### config.mk
export PLATFORM = sky130hd
export DESIGN_NAME = prime_and_square_stream_stats_core
export DESIGN_NICKNAME = d
export VERILOG_FILES = /design/src/rtl/psss_pkg.sv /design/src/rtl/psss_cmpsub.sv /design/src/rtl/psss_engine.sv /design/src/rtl/prime_and_square_stream_stats_core.sv
export SDC_FILE = /design/constraint.sdc
export NUM_CORES = 1
export LEC_CHECK = 0
export ABC_CLOCK_PERIOD_IN_PS = 4300
export BUFFER_PORTS_ARGS = -buffer_cell sky130_fd_sc_hd__buf_4
export CAP_MARGIN = 20
export CORE_MARGIN = 10
export CORE_UTILIZATION = 40
export CTS_CLUSTER_DIAMETER = 30
export DETAILED_ROUTE_END_ITERATION = 10
export PLACE_DENSITY = 0.57
export SLEW_MARGIN = 20
export SYNTH_ARGS = -nofsm -noshare
export SYNTH_HDL_FRONTEND = slang
export SYNTH_HIERARCHICAL = 1
export SYNTH_SLANG_ARGS = --single-unit
### constraint.sdc
create_clock -name clk -period 4.3 [get_ports clk]
set_input_delay 0.43 -clock clk [delete_from_list [all_inputs] [get_ports clk]]
set_output_delay 0.43 -clock clk [all_outputs]
set_load 0.02 [all_outputs]
### src/rtl/psss_pkg.sv
// ----------------------------------------------------------------------------
// psss_pkg: shared types and constants for the prime and square stream stats
// Widths of the classified value, the root and the shared compare-subtract
// unit. Also the beat structs of both channels and the engine status.
// ----------------------------------------------------------------------------
package psss_pkg;

    localparam int VALUE_BITS = 16;
    localparam int FIELD_BITS = 16;
    localparam int COUNT_BITS = 16;
    localparam int ROOT_BITS  = (VALUE_BITS + 1) / 2;
    localparam int SQ_BITS    = 2 * ROOT_BITS;
    localparam int UNIT_BITS  = ROOT_BITS + 3;
    localparam int CNT_BITS   = $clog2(SQ_BITS);

    typedef struct packed {
        logic [FIELD_BITS-1:0] value;
        logic                  last;
    } psss_in_t;

    typedef struct packed {
        logic                  prime_flag;
        logic                  is_square;
        logic [COUNT_BITS-1:0] prime_count;
        logic [COUNT_BITS-1:0] square_count;
        logic [FIELD_BITS-1:0] smallest_prime;
        logic                  any_prime;
    } psss_out_t;

    typedef struct packed {
        logic idle;
        logic done;
        logic prime_flag;
        logic is_square;
    } psss_eng_t;

    typedef enum logic [3:0] {
        ST_IDLE = 4'b0001,
        ST_SQRT = 4'b0010,
        ST_DIV  = 4'b0100,
        ST_DONE = 4'b1000
    } psss_state_t;

endpackage

### src/rtl/psss_cmpsub.sv
// ----------------------------------------------------------------------------
// psss_cmpsub: shared compare-subtract unit
// Compares a trial operand against the partial remainder and gives the
// difference; serves both the root digits and the trial division bits.
// ----------------------------------------------------------------------------
module psss_cmpsub
    import psss_pkg::*;
(
    input  logic [UNIT_BITS-1:0] a,
    input  logic [UNIT_BITS-1:0] b,
    output logic                 ge,
    output logic [UNIT_BITS-1:0] diff
);

    logic [UNIT_BITS:0] wide;

    assign wide = {1'b0, a} - {1'b0, b};
    assign ge   = ~wide[UNIT_BITS];
    assign diff = wide[UNIT_BITS-1:0];

endmodule

### src/rtl/psss_engine.sv
// ----------------------------------------------------------------------------
// psss_engine: square root and trial division sequencer
// Takes the integer root two bits a cycle, then on the shared unit divides by
// each candidate from 2 to the root until one divides, a quotient bit a cycle.
// ----------------------------------------------------------------------------
module psss_engine
    import psss_pkg::*;
(
    input  logic                  clk,
    input  logic                  rst_n,
    input  logic                  start,
    input  logic [VALUE_BITS-1:0] value,
    input  logic                  ack,
    output psss_eng_t             status
);

    psss_state_t           state_reg, state_next;
    logic [VALUE_BITS-1:0] value_reg, value_next;
    logic [SQ_BITS-1:0]    shv_reg, shv_next;
    logic [UNIT_BITS-1:0]  rem_reg, rem_next;
    logic [ROOT_BITS-1:0]  root_reg, root_next;
    logic [ROOT_BITS-1:0]  div_reg, div_next;
    logic [CNT_BITS-1:0]   cnt_reg, cnt_next;
    logic                  prime_reg, prime_next;
    logic                  square_reg, square_next;

    logic [UNIT_BITS-1:0]  unit_a;
    logic [UNIT_BITS-1:0]  unit_b;
    logic                  unit_ge;
    logic [UNIT_BITS-1:0]  unit_diff;
    logic [UNIT_BITS-1:0]  rem_step;
    logic [ROOT_BITS-1:0]  root_step;

    psss_cmpsub u_cmpsub (
        .a    (unit_a),
        .b    (unit_b),
        .ge   (unit_ge),
        .diff (unit_diff)
    );

    always_comb
    begin
        if (state_reg == ST_DIV)
        begin
            unit_a = {rem_reg[UNIT_BITS-2:0], shv_reg[SQ_BITS-1]};
            unit_b = UNIT_BITS'(div_reg);
        end
        else
        begin
            unit_a = {rem_reg[UNIT_BITS-3:0], shv_reg[SQ_BITS-1 -: 2]};
            unit_b = {1'b0, root_reg, 2'b01};
        end
        rem_step  = unit_ge ? unit_diff : unit_a;
        root_step = {root_reg[ROOT_BITS-2:0], unit_ge};
    end

    always_comb
    begin
        state_next  = state_reg;
        value_next  = value_reg;
        shv_next    = shv_reg;
        rem_next    = rem_reg;
        root_next   = root_reg;
        div_next    = div_reg;
        cnt_next    = cnt_reg;
        prime_next  = prime_reg;
        square_next = square_reg;
        unique case (state_reg)
            ST_IDLE:
            begin
                if (start)
                begin
                    value_next = value;
                    shv_next   = SQ_BITS'(value);
                    rem_next   = '0;
                    root_next  = '0;
                    cnt_next   = CNT_BITS'(ROOT_BITS - 1);
                    state_next = ST_SQRT;
                end
            end
            ST_SQRT:
            begin
                shv_next  = shv_reg << 2;
                rem_next  = rem_step;
                root_next = root_step;
                cnt_next  = cnt_reg - CNT_BITS'(1);
                if (cnt_reg == '0)
                begin
                    square_next = (rem_step == '0);
                    if (value_reg < VALUE_BITS'(2))
                    begin
                        prime_next = 1'b0;
                        state_next = ST_DONE;
                    end
                    else if (root_step < ROOT_BITS'(2))
                    begin
                        prime_next = 1'b1;
                        state_next = ST_DONE;
                    end
                    else
                    begin
                        div_next   = ROOT_BITS'(2);
                        rem_next   = '0;
                        shv_next   = SQ_BITS'(value_reg);
                        cnt_next   = CNT_BITS'(SQ_BITS - 1);
                        state_next = ST_DIV;
                    end
                end
            end
            ST_DIV:
            begin
                shv_next = shv_reg << 1;
                rem_next = rem_step;
                cnt_next = cnt_reg - CNT_BITS'(1);
                if (cnt_reg == '0)
                begin
                    if (rem_step == '0)
                    begin
                        prime_next = 1'b0;
                        state_next = ST_DONE;
                    end
                    else if (div_reg == root_reg)
                    begin
                        prime_next = 1'b1;
                        state_next = ST_DONE;
                    end
                    else
                    begin
                        div_next = div_reg + ROOT_BITS'(1);
                        rem_next = '0;
                        shv_next = SQ_BITS'(value_reg);
                        cnt_next = CNT_BITS'(SQ_BITS - 1);
                    end
                end
            end
            ST_DONE:
            begin
                if (ack)
                begin
                    state_next = ST_IDLE;
                end
            end
            default:
            begin
                state_next = ST_IDLE;
            end
        endcase
    end

    always_ff @(posedge clk or negedge rst_n)
    begin
        if (!rst_n)
        begin
            state_reg <= ST_IDLE;
        end
        else
        begin
            state_reg <= state_next;
        end
    end

    always_ff @(posedge clk)
    begin
        value_reg  <= value_next;
        shv_reg    <= shv_next;
        rem_reg    <= rem_next;
        root_reg   <= root_next;
        div_reg    <= div_next;
        cnt_reg    <= cnt_next;
        prime_reg  <= prime_next;
        square_reg <= square_next;
    end

    assign status.idle       = (state_reg == ST_IDLE);
    assign status.done       = (state_reg == ST_DONE);
    assign status.prime_flag = prime_reg;
    assign status.is_square  = square_reg;

endmodule

### src/rtl/prime_and_square_stream_stats_core.sv
// ----------------------------------------------------------------------------
// prime_and_square_stream_stats_core: prime and square stream statistics
// Classifies each value as prime and as perfect square, keeps running set
// counts and the smallest prime, and returns one result beat per item.
// ----------------------------------------------------------------------------
// Usage:
//   item channel (item_valid, item_stall, item) carries a value and a
//   last-of-set flag. result channel (result_valid, result_stall, result)
//   returns one beat per item, in order.
//   The engine takes one item at a time. It takes the root first, then
//   tries each divisor from two up to the integer root on the shared
//   compare-subtract unit, stopping at the first that divides the value.
//   Values below 4 skip trial division.
//   item_stall is high while the engine works or holds a finished result.
//   A finished result moves into the result register when it is empty or
//   being taken; while result_stall is high the beat holds and the engine
//   waits in its done state.
//   Reset clears counts, smallest prime and the prime-seen flag; the same
//   happens after the result of an item marked last.
// ----------------------------------------------------------------------------
module prime_and_square_stream_stats_core
    import psss_pkg::*;
(
    input  logic      clk,
    input  logic      rst_n,
    input  logic      item_valid,
    output logic      item_stall,
    input  psss_in_t  item,
    output logic      result_valid,
    input  logic      result_stall,
    output psss_out_t result
);

    psss_eng_t             eng;
    logic                  take;
    logic                  ack;

    logic [VALUE_BITS-1:0] value_reg;
    logic                  last_reg;
    logic                  result_valid_reg, result_valid_next;
    psss_out_t             result_reg, result_next;

    logic [COUNT_BITS-1:0] prime_total_reg, prime_total_next;
    logic [COUNT_BITS-1:0] square_total_reg, square_total_next;
    logic [VALUE_BITS-1:0] least_prime_reg, least_prime_next;
    logic                  prime_seen_reg, prime_seen_next;

    logic [COUNT_BITS-1:0] prime_upd;
    logic [COUNT_BITS-1:0] square_upd;
    logic [VALUE_BITS-1:0] least_upd;
    logic                  seen_upd;

    assign item_stall = ~eng.idle;
    assign take       = item_valid & ~item_stall;
    assign ack        = eng.done & (~result_valid_reg | ~result_stall);

    psss_engine u_engine (
        .clk    (clk),
        .rst_n  (rst_n),
        .start  (take),
        .value  (VALUE_BITS'(item.value)),
        .ack    (ack),
        .status (eng)
    );

    always_comb
    begin
        prime_upd  = prime_total_reg;
        square_upd = square_total_reg;
        least_upd  = least_prime_reg;
        seen_upd   = prime_seen_reg;
        if (eng.prime_flag)
        begin
            if (prime_total_reg != '1)
            begin
                prime_upd = prime_total_reg + COUNT_BITS'(1);
            end
            if (!prime_seen_reg || (value_reg < least_prime_reg))
            begin
                least_upd = value_reg;
            end
            seen_upd = 1'b1;
        end
        if (eng.is_square && (square_total_reg != '1))
        begin
            square_upd = square_total_reg + COUNT_BITS'(1);
        end
    end

    always_comb
    begin
        result_valid_next = result_valid_reg;
        result_next       = result_reg;
        prime_total_next  = prime_total_reg;
        square_total_next = square_total_reg;
        least_prime_next  = least_prime_reg;
        prime_seen_next   = prime_seen_reg;
        if (result_valid_reg && !result_stall)
        begin
            result_valid_next = 1'b0;
        end
        if (ack)
        begin
            result_valid_next          = 1'b1;
            result_next.prime_flag     = eng.prime_flag;
            result_next.is_square      = eng.is_square;
            result_next.prime_count    = prime_upd;
            result_next.square_count   = square_upd;
            result_next.smallest_prime = seen_upd ? FIELD_BITS'(least_upd) : '0;
            result_next.any_prime      = seen_upd;
            if (last_reg)
            begin
                prime_total_next  = '0;
                square_total_next = '0;
                least_prime_next  = '0;
                prime_seen_next   = 1'b0;
            end
            else
            begin
                prime_total_next  = prime_upd;
                square_total_next = square_upd;
                least_prime_next  = least_upd;
                prime_seen_next   = seen_upd;
            end
        end
    end

    always_ff @(posedge clk or negedge rst_n)
    begin
        if (!rst_n)
        begin
            result_valid_reg <= 1'b0;
            prime_total_reg  <= '0;
            square_total_reg <= '0;
            least_prime_reg  <= '0;
            prime_seen_reg   <= 1'b0;
        end
        else
        begin
            result_valid_reg <= result_valid_next;
            prime_total_reg  <= prime_total_next;
            square_total_reg <= square_total_next;
            least_prime_reg  <= least_prime_next;
            prime_seen_reg   <= prime_seen_next;
        end
    end

    always_ff @(posedge clk)
    begin
        result_reg <= result_next;
        if (take)
        begin
            value_reg <= VALUE_BITS'(item.value);
            last_reg  <= item.last;
        end
    end

    assign result_valid = result_valid_reg;
    assign result       = result_reg;

    assert property (@(posedge clk) disable iff (!rst_n)
        result_valid_reg && result_reg.prime_flag |-> !result_reg.is_square)
    else $error("prime result also flagged as square");

    assert property (@(posedge clk) disable iff (!rst_n)
        result_valid_reg && result_reg.prime_flag |->
            result_reg.any_prime && (result_reg.prime_count != '0))
    else $error("prime result without prime statistics");

    assert property (@(posedge clk) disable iff (!rst_n)
        result_valid_reg && !result_reg.any_prime |->
            (result_reg.smallest_prime == '0) && (result_reg.prime_count == '0))
    else $error("prime statistics set with no prime seen");

    assert property (@(posedge clk) disable iff (!rst_n)
        ack |=> result_valid_reg && eng.idle)
    else $error("finished result not moved to result register");

endmodule
==> results of run 1 <==
-- where the power goes --
group / internal [mW] / switching (mW)
sequential: 2.20 / 0.159
clock: 0.768 / 0.737
combinational: 0.675 / 0.894
total: 3.64 / 1.79
-- Yosys cell counts (16+ instances only) --
| master | instances |
|---|---|
| a21oi_1 | 41 |
| clkbuf_1 | 27 |
| dfrtp_1 | 53 |
| edfxtp_1 | 132 |
| ha_1 | 30 |
| inv_1 | 47 |
| mux2_2 | 16 |
| mux2i_1 | 34 |
| nand2_1 | 96 |
| nand3_1 | 25 |
| nand4_1 | 17 |
| nor2_1 | 73 |
| o21ai_0 | 40 |
| o21ai_1 | 16 |
| o31ai_1 | 17 |
| xnor2_1 | 38 |
-- worst paths after layout --
| check | endpoint | depth (start not counted) |
|---|---|---|
| max in group asynchronous | prime_total_reg[11] | 1 |
| max reg2reg | u_engine/shv_reg[14] | 17 |
| max | u_engine/shv_reg[14] | 17 |
| min | square_total_reg[13] | 1 |
| min reg2reg | square_total_reg[3] | 1 |
| min in group clk | u_engine/value_reg[7] | 1 |
-- through the flow --
stage | std cells | TNS (ps) | setup slack, ps | hold slack (ps)
2_1_floorplan | 926 | 0 | 28.7 | 134
4_1_cts | 1343 | 0 | 18.6 | 85.4
3_5_place_dp | 1311 | 0 | 22.8 | 510
3_3_place_gp | 1311 | 0 | 101 | 504
5_1_grt | 1356 | -129 | -38.3 | 102
6_report | 1356 | 0 | 191 | 58.7
-- per-layer routing --
layer  global-route usage (%)  part of all wire (%)
met1                     21.4                    49
met4                     2.86                  0.38
met3                     2.86                   4.9
met2                     22.4                    45
met5                        0                     0
-- critical path, stage by stage, from the launching register on --
cell       delay [ps]
dfrtp_1           430
or4b_4            620
nor2_4            120
inv_2              60
ha_4              160
fa_2              410
nor2b_4           160
o211ai_4           90
a21oi_2           150
nor4b_1            60
a311o_1           310
nor3_2            150
nand3_1           120
a21o_1            220
o21ai_4           310
clkbuf_16         230
mux2i_1           180
o21ai_1            80
-- cell type report --
| cell class | instances | area (um2) | area share [%] |
|---|---|---|---|
| well taps | 330 | 413 | 3.46 |
| inverters | 49 | 186 | 1.56 |
| clock inverters | 14 | 131 | 1.10 |
| flip-flops and latches | 186 | 5320 | 44.6 |
| repair buffers | 118 | 980 | 8.21 |
| multi-input cells | 641 | 4480 | 37.5 |
| clock buffers | 18 | 429 | 3.60 |
-- timing repair --
| action | CTS | global route |
|---|---|---|
| gates resized for setup | 0 | 34 |
| setup endpoints to repair | 0 | 33 |
| setup buffers | 0 | 10 |
-- logic make-up (layout without fill, tap and decap cells) --
logic type	after synthesis	in the layout	synth area share, %
AO/OA/AOI/OAI	203	203	13.9
flip-flops	186	186	52.7
multiplexers	50	50	5.16
buffers and inverters	99	199	4.70
AND/OR/NAND/NOR	305	305	15.1
XOR/XNOR	51	51	4.43
other	1	1	0.0372
adder cells (fa/ha/maj)	31	31	3.92
==> flow_metrics.env, run 1 <==
export IMPL_crit_required_ps=4470
export IMPL_grt_ovfl_total=0
export IMPL_final_common_cell="edfxtp_1"
export IMPL_antenna_diode_count=0
export IMPL_grt_pass1_vias=7094
export IMPL_cp_startpoint="u_engine/state_reg[1]"
export IMPL_r2r_start="u_engine/state_reg[1]"
export IMPL_clk_pin_slew_ps=80
export IMPL_synth_top_area_cell="edfxtp_1"
export IMPL_ys_seq_elements=186
export IMPL_synthCells=926
export IMPL_crit_fanout=7
export IMPL_status="complete, no violations"
export IMPL_fin_crit_ps=4110
export IMPL_ant_nets=0
export IMPL_yosysSeqAreaShare_pct=52.7
export IMPL_io_pins=74
export IMPL_synth_distinct_cells=77
export IMPL_crit_path_start_kind="flip-flop"
export IMPL_cts_root_buf="clkbuf_16"
export IMPL_finalWirelength_um=23500
export IMPL_start_util_pct=40.4
export IMPL_async_flop_share_pct=29.0
export IMPL_ir_worst_vdd_uv=302
export IMPL_dieWidth_um=179
export IMPL_synth_edff_count=132
export IMPL_cp_arrival_ps=4280
export IMPL_antenna_found_initial=0
export IMPL_drc=0
export IMPL_first_pass_iters=5
export IMPL_synth_nets=978
export IMPL_place_congestion=0.830
export IMPL_clk_path_buf_depth=2
export IMPL_layout_common_cells="edfxtp_1, buf_4, nand2_1"
export IMPL_die_h_um=179
export IMPL_slew_violations=0
export IMPL_cts_tree="yes"
export IMPL_nFillCells=2331
export IMPL_track_usage_pct=14.7
export IMPL_powerDensity_mw_per_mm2=455
export IMPL_cts_inserted_buffers=17
export IMPL_clock_sinks=186
export IMPL_yosysWarnings=6
export IMPL_die_area_mm2=0.0320
export IMPL_row_count=58
export IMPL_io_buffers=73
export IMPL_setup_viol=0
export IMPL_syn_area_per_cell_um2=10.9
export IMPL_synth_top_cells_by_area="edfxtp_1, dfrtp_1, ha_1"
export IMPL_synth_ff_type="edfxtp_1"
export IMPL_fin_util_pct=47.8
export IMPL_syn_to_final_growth_pct=18.3
export IMPL_cts_hold_fix_buffers=0
export IMPL_power_mw=5.43
export IMPL_critical_path_endpoint_type="flip-flop"
export IMPL_synthesis_area_mm2=0.0101
export IMPL_grt_pass1_wl_um=37900
export IMPL_drt_iter0_markers=533
export IMPL_drive_gt1_share_pct=20.9
export IMPL_worst_pin_slew_ps=945
export IMPL_critPathKind="reg2reg"
export IMPL_grt_start_max_net_pins=78
export IMPL_coreArea_mm2=0.0250
export IMPL_min_period_over_period_pct=95.6
export IMPL_yosysTopAreaCellShare_pct=39.3
export IMPL_clk_latency_ps=430
export IMPL_dpl_cell_area_mm2=0.0111
export IMPL_clock_skew_ps=14.2
export IMPL_vias=7293
export IMPL_wl_per_cell_um=17.3
export IMPL_hold_viol_final=0
export IMPL_maxCapViolCount=0
export IMPL_dp_hpwl_um=16200
export IMPL_slew_headroom_pct=36.9
export IMPL_max_freq_ghz=0.243
export IMPL_fin_area_mm2=0.0119
export IMPL_rrSetupSlack_ps=190
export IMPL_routed_via_density=5.38
export IMPL_largest_register_ffs=51
export IMPL_final_nets=1065
export IMPL_p_leak_nw=4.67
export IMPL_hp_class="in2async"
export IMPL_cts_max_level=4
No activity file was read; power rests on OpenSTA's default activity.
==> run 2: changes to the inputs <==
==> constraint.sdc (replaced) <==
create_clock -name clk -period 4.3 [get_ports clk]
set_input_delay 0 -clock clk [delete_from_list [all_inputs] [get_ports clk]]
set_output_delay 0 -clock clk [all_outputs]
set_load 0.02 [all_outputs]
==> flow_metrics.env, run 2 (synthesis gave the netlist of run 1 again) <==
export IMPL_status="complete, no violations"
export IMPL_ir_worst_vdd_uv=308
export IMPL_fin_area_mm2=0.0121
export IMPL_slew_headroom_pct=37.3
export IMPL_clock_skew_ps=15.5
export IMPL_start_util_pct=40.4
export IMPL_die_area_mm2=0.0320
export IMPL_reg2reg_depth=17
export IMPL_use_met3_pct=2.86
export IMPL_track_usage_pct=14.9
export IMPL_nFillCells=2303
export IMPL_setup_viol=0
export IMPL_finalWirelength_um=23700
export IMPL_dpl_cell_area_mm2=0.0111
export IMPL_grt_ovfl_total=0
export IMPL_place_congestion=0.830
export IMPL_first_pass_iters=5
export IMPL_clk_pin_slew_ps=80
export IMPL_ant_nets=0
export IMPL_row_count=58
export IMPL_grt_pass1_vias=7195
export IMPL_io_pins=74
export IMPL_power_mw=5.45
export IMPL_grt_start_max_net_pins=78
export IMPL_syn_to_final_growth_pct=20.2
export IMPL_die_h_um=179
export IMPL_tns_ps=0
export IMPL_crit_path_start_kind="flip-flop"
export IMPL_critPathKind="reg2reg"
export IMPL_layout_common_cells="edfxtp_1, buf_4, nand2_1"
export IMPL_routed_via_density=5.36
export IMPL_grt_pass1_wl_um=38300
export IMPL_placed_cells=1311
export IMPL_hold_viol_final=0
export IMPL_clk_path_buf_depth=2
export IMPL_antenna_diode_count=0
export IMPL_cp_arrival_ps=4280
export IMPL_io_buffers=73
export IMPL_vias=7369
export IMPL_dieWidth_um=179
export IMPL_antenna_found_initial=0
export IMPL_seq_area_mm2=0.00532
export IMPL_fin_crit_ps=4110
export IMPL_largest_register_ffs=51
export IMPL_wl_per_cell_um=17.2
export IMPL_crit_fanout=7
export IMPL_cts_root_buf="clkbuf_16"
export IMPL_final_nets=1084
export IMPL_top_usage_layer="met2"
export IMPL_whs_endpoint="value_reg[10]"
export IMPL_rrSetupSlack_ps=190
export IMPL_r2r_end="u_engine/shv_reg[14]"
export IMPL_drc=0
export IMPL_cts_max_level=4
export IMPL_drive_gt1_share_pct=20.5
export IMPL_p_leak_nw=4.75
export IMPL_met1_usage_pct=21.5
export IMPL_critical_path_endpoint_type="flip-flop"
export IMPL_clock_sinks=186
export IMPL_hp_start="item_valid"
export IMPL_cts_tree="yes"
export IMPL_clk_latency_ps=430
export IMPL_grt_use_met2_pct=22.7
export IMPL_hp_class="in2reg"
export IMPL_dp_hpwl_um=16200
export IMPL_final_common_cell="edfxtp_1"
export IMPL_min_period_over_period_pct=95.6
export IMPL_max_freq_ghz=0.243
export IMPL_stdcell_count=1375
export IMPL_hold_depth=3
export IMPL_coreArea_mm2=0.0250
export IMPL_r2r_start="u_engine/state_reg[1]"
export IMPL_slew_violations=0
export IMPL_maxCapViolCount=0
export IMPL_crit_required_ps=4470
export IMPL_worst_pin_slew_ps=939
export IMPL_powerDensity_mw_per_mm2=449
export IMPL_cts_inserted_buffers=17
export IMPL_multi_input_area_mm2=0.00448
export IMPL_drt_iter0_markers=462
-- run 2: cell types whose count changed in the layout (fill, tap and decap cells not counted), sizes merged --
cell,change
dlygate4sd3,+19
-- run 2: cell type report --
class / instances / share of cell area (%)
sequential: 186 / 43.9
multi-input combinational: 641 / 36.9
timing repair buffer: 137 / 9.65
clock inverter: 14 / 1.08
clock buffer: 18 / 3.54
tap: 330 / 3.41
inverter: 49 / 1.54
-- run 2: what timing repair did --
item,CTS,global route
resized for setup,0,34
endpoints found under the hold margin,103,0
hold buffers,19,0
setup buffers,0,10
endpoints found under the setup margin,0,33
-- run 2: how the worst max path moves through the flow --
stage,startpoint,to
2_1_floorplan,u_engine/state_reg[1],u_engine/cnt_reg[0]
3_3_place_gp,u_engine/state_reg[2],u_engine/shv_reg[11]
3_5_place_dp,u_engine/state_reg[0],u_engine/shv_reg[5]
4_1_cts,u_engine/state_reg[0],u_engine/shv_reg[5]
5_1_grt,u_engine/state_reg[1],u_engine/shv_reg[14]
6_report,u_engine/state_reg[1],u_engine/shv_reg[14]
-- run 2: report_power, final --
group	switching (mW)	internal, mW
clock network	0.736	0.768
registers	0.160	2.20
logic	0.902	0.687
total	1.80	3.65
-- run 2: critical path, stage by stage, from the launching register on --
cell,delay (ps)
dfrtp_1,420
or4b_4,620
nor2_4,120
inv_2,60
ha_4,160
fa_2,410
nor2b_4,160
o211ai_4,90
a21oi_2,150
nor4b_1,60
a311o_1,310
nor3_2,150
nand3_1,130
a21o_1,210
o21ai_4,310
clkbuf_16,230
mux2i_1,190
o21ai_1,80
-- run 2: per-stage QoR --
step                      setup slack, ps  hold WS [ps]  util [%]
after detailed placement             22.8           122      44.3
final                                 189           179      48.6
after global routing                -38.3           174      48.6
after floorplan                      28.7          -296         -
after CTS                            18.6           167      47.3
after global placement                101           126      44.3
-- run 2: routing by layer --
| metal | up-vias | part of all wire [%] |
|---|---|---|
| li1 | 3607 | - |
| met1 | 3569 | 49 |
| met2 | 187 | 45 |
| met3 | 6 | 5.3 |
| met4 | 0 | 0.41 |
| met5 | - | 0 |
==> run 3: changes to the inputs <==
--- a/config.mk
+++ b/config.mk
@@ -16,5 +16,4 @@
 export SLEW_MARGIN = 20
 export SYNTH_ARGS = -nofsm -noshare
 export SYNTH_HDL_FRONTEND = slang
-export SYNTH_HIERARCHICAL = 1
 export SYNTH_SLANG_ARGS = --single-unit
==> flow_metrics.env, run 3 <==
export IMPL_clock_sinks=170
export IMPL_place_congestion=0.913
export IMPL_cts_inserted_buffers=17
export IMPL_maxCapViolCount=0
export IMPL_stdcell_count=1319
export IMPL_yosysTopAreaCellShare_pct=37.3
export IMPL_slew_violations=0
export IMPL_placed_cells=1258
export IMPL_synthCells=877
export IMPL_hp_class="in2async"
export IMPL_p_leak_nw=4.54
export IMPL_syn_area_per_cell_um2=10.7
export IMPL_intPower_mw=4.02
export IMPL_holdWs_ps=179
export IMPL_hold_viol_final=0
export IMPL_slew_headroom_pct=37.8
export IMPL_drc=0
export IMPL_synthesis_area_mm2=0.00935
export IMPL_die_area_mm2=0.0299
export IMPL_syn_to_final_growth_pct=22.6
export IMPL_fin_util_pct=50.2
export IMPL_die_h_um=173
export IMPL_clock_skew_ps=12.8
export IMPL_largest_register_ffs=51
export IMPL_first_pass_iters=7
export IMPL_cp_num_buf_inv=3
export IMPL_yosysWarnings=0
export IMPL_dpl_cell_area_mm2=0.0104
export IMPL_vias=7113
export IMPL_track_usage_pct=15.3
export IMPL_crit_path_start_kind="flip-flop"
export IMPL_antenna_diode_count=0
export IMPL_start_util_pct=40.9
export IMPL_power_mw=6.29
export IMPL_dp_hpwl_um=16300
export IMPL_worst_pin_slew_ps=924
export IMPL_cp_slowest_cell="or4b_4"
export IMPL_powerDensity_mw_per_mm2=549
export IMPL_antenna_found_initial=0
export IMPL_async_flop_share_pct=31.8
export IMPL_cts_max_level=4
export IMPL_routed_via_density=5.39
export IMPL_drive_gt1_share_pct=20.5
export IMPL_finalWirelength_um=23200
export IMPL_seq_area_mm2=0.00484
export IMPL_clkPwrFrac_pct=26.2
export IMPL_min_period_over_period_pct=97.4
export IMPL_tns_ps=0
export IMPL_cp_arrival_ps=4340
export IMPL_synth_top_area_cell="edfxtp_1"
export IMPL_grt_ovfl_total=0
export IMPL_final_common_cell="buf_4"
export IMPL_cts_tree="yes"
export IMPL_grt_start_max_net_pins=55
export IMPL_netlist_top_cells_count="edfxtp_1, nand2_1, nor2_1"
export IMPL_clk_latency_ps=430
export IMPL_coreArea_mm2=0.0228
export IMPL_multi_input_area_mm2=0.00434
export IMPL_final_nets=1043
export IMPL_yosysSeqAreaShare_pct=51.7
export IMPL_cts_root_buf="clkbuf_16"
export IMPL_slowest_delay_ps=590
export IMPL_dieWidth_um=173
export IMPL_critPathKind="reg2reg"
export IMPL_layout_common_cells="buf_4, edfxtp_1, nand2_1"
export IMPL_nFillCells=2094
export IMPL_ant_nets=0
export IMPL_clk_pin_slew_ps=70
export IMPL_grt_pass1_wl_um=37600
export IMPL_crit_fanout=8
export IMPL_io_pins=74
export IMPL_comb_power_share_pct=36.7
export IMPL_path_cells="or4b_4 -> buf_6 -> nand2_4 -> nand2_4 -> ha_4 -> nor2b_4 -> o31ai_2 -> o211a_2 -> nor4_2 -> or4b_4 -> o21ai_2 -> a211oi_2 -> buf_4 -> a31oi_4 -> buf_8 -> mux2i_2 -> o21ai_1"
export IMPL_p_seq_share_pct=37.1
export IMPL_max_freq_ghz=0.239
export IMPL_status="complete, no violations"
export IMPL_fin_area_mm2=0.0115
export IMPL_fin_crit_ps=4190
export IMPL_pre_cts_ws_ps=72.5
export IMPL_grt_pass1_vias=6918
export IMPL_clk_path_buf_depth=2
export IMPL_row_count=55
export IMPL_synth_ff_type="edfxtp_1"
export IMPL_crit_required_ps=4460
export IMPL_critical_path_endpoint_type="flip-flop"
export IMPL_setup_viol=0
export IMPL_io_buffers=73
export IMPL_synth_top_cells_by_area="edfxtp_1, dfrtp_1, nand2_1"
export IMPL_synth_edff_count=116
export IMPL_synth_distinct_cells=76
export IMPL_ys_seq_elements=170
export IMPL_layout_setup_ws_ps=113
export IMPL_ir_worst_vdd_uv=577
export IMPL_wl_per_cell_um=17.6
export IMPL_synth_most_common_cell="edfxtp_1"
export IMPL_cpLargestDelayFamily="simple AND/OR/NAND/NOR gates"
export IMPL_synth_nets=927
export IMPL_drt_iter0_markers=610
export IMPL_p_sw_share_pct=36.2
export IMPL_p_switching_mw=2.28
run 3: changes by cell type in the layout (fill, tap and decap cells not counted), moves of 12 or more:
cell / delta
nor4b_1: -12
a222oi_1: +14
a22oi_1: -15
nand2_1: +20
a21oi_1: -19
xor2_1: +14
edfxtp_1: -16
mux2_2: -16
run 3: worst paths after layout:
check | start | to | slack (ps) | cells past startpoint
setup / recovery | u_engine.state_reg[1] | u_engine.shv_reg[8] | 110 | 17
hold / removal | rst_n | prime_total_reg[9] | 180 | 2
setup reg to reg | u_engine.state_reg[1] | u_engine.shv_reg[8] | 110 | 17
hold reg to reg | least_prime_reg[1] | least_prime_reg[1] | 520 | 1
max in group asynchronous | rst_n | u_engine.state_reg[1] | 3570 | 2
min in group clk | item[0] | last_reg | 300 | 2
run 3: power by group through the flow:
stage	clock network (mW)	registers (mW)	logic, mW
floorplan	0	2.24	1.55
global placement	0	2.36	2.11
detailed placement	0	2.35	2.10
CTS	1.68	2.32	2.12
global route	1.76	2.35	2.54
finish	1.65	2.33	2.31
run 3: repair_timing:
action,in CTS,in global routing
endpoints found under the hold margin,89,0
setup endpoints to repair,0,36
resized for setup,0,33
buffers inserted,0,9
hold buffers,20,0
run 3: cell type report:
| cell class | instances | share of cell area (%) |
|---|---|---|
| flip-flops and latches | 170 | 42.2 |
| multi-input cells | 627 | 37.9 |
| repair buffers | 141 | 9.80 |
| clock buffers | 19 | 3.96 |
| well taps | 313 | 3.42 |
| clock inverters | 13 | 1.56 |
| inverters | 36 | 1.18 |
run 3: logic make-up after synthesis:
kind of cell	after synthesis	share of synthesized area, %
AO/OA/AOI/OAI	189	14.7
XOR/XNOR	56	5.25
adder cells (fa/ha/maj)	29	3.96
buffers and inverters	80	3.51
flip-flops	170	51.7
multiplexers	38	4.15
AND/OR/NAND/NOR	315	16.7
run 3: routing by layer:
metal,up-vias,wire length [um],global-route usage (%)
met5,-,0,0
met4,0,221,3.52
met1,3440,10800,20.1
met3,15,1060,3.66
li1,3499,-,-
met2,159,11100,25.1
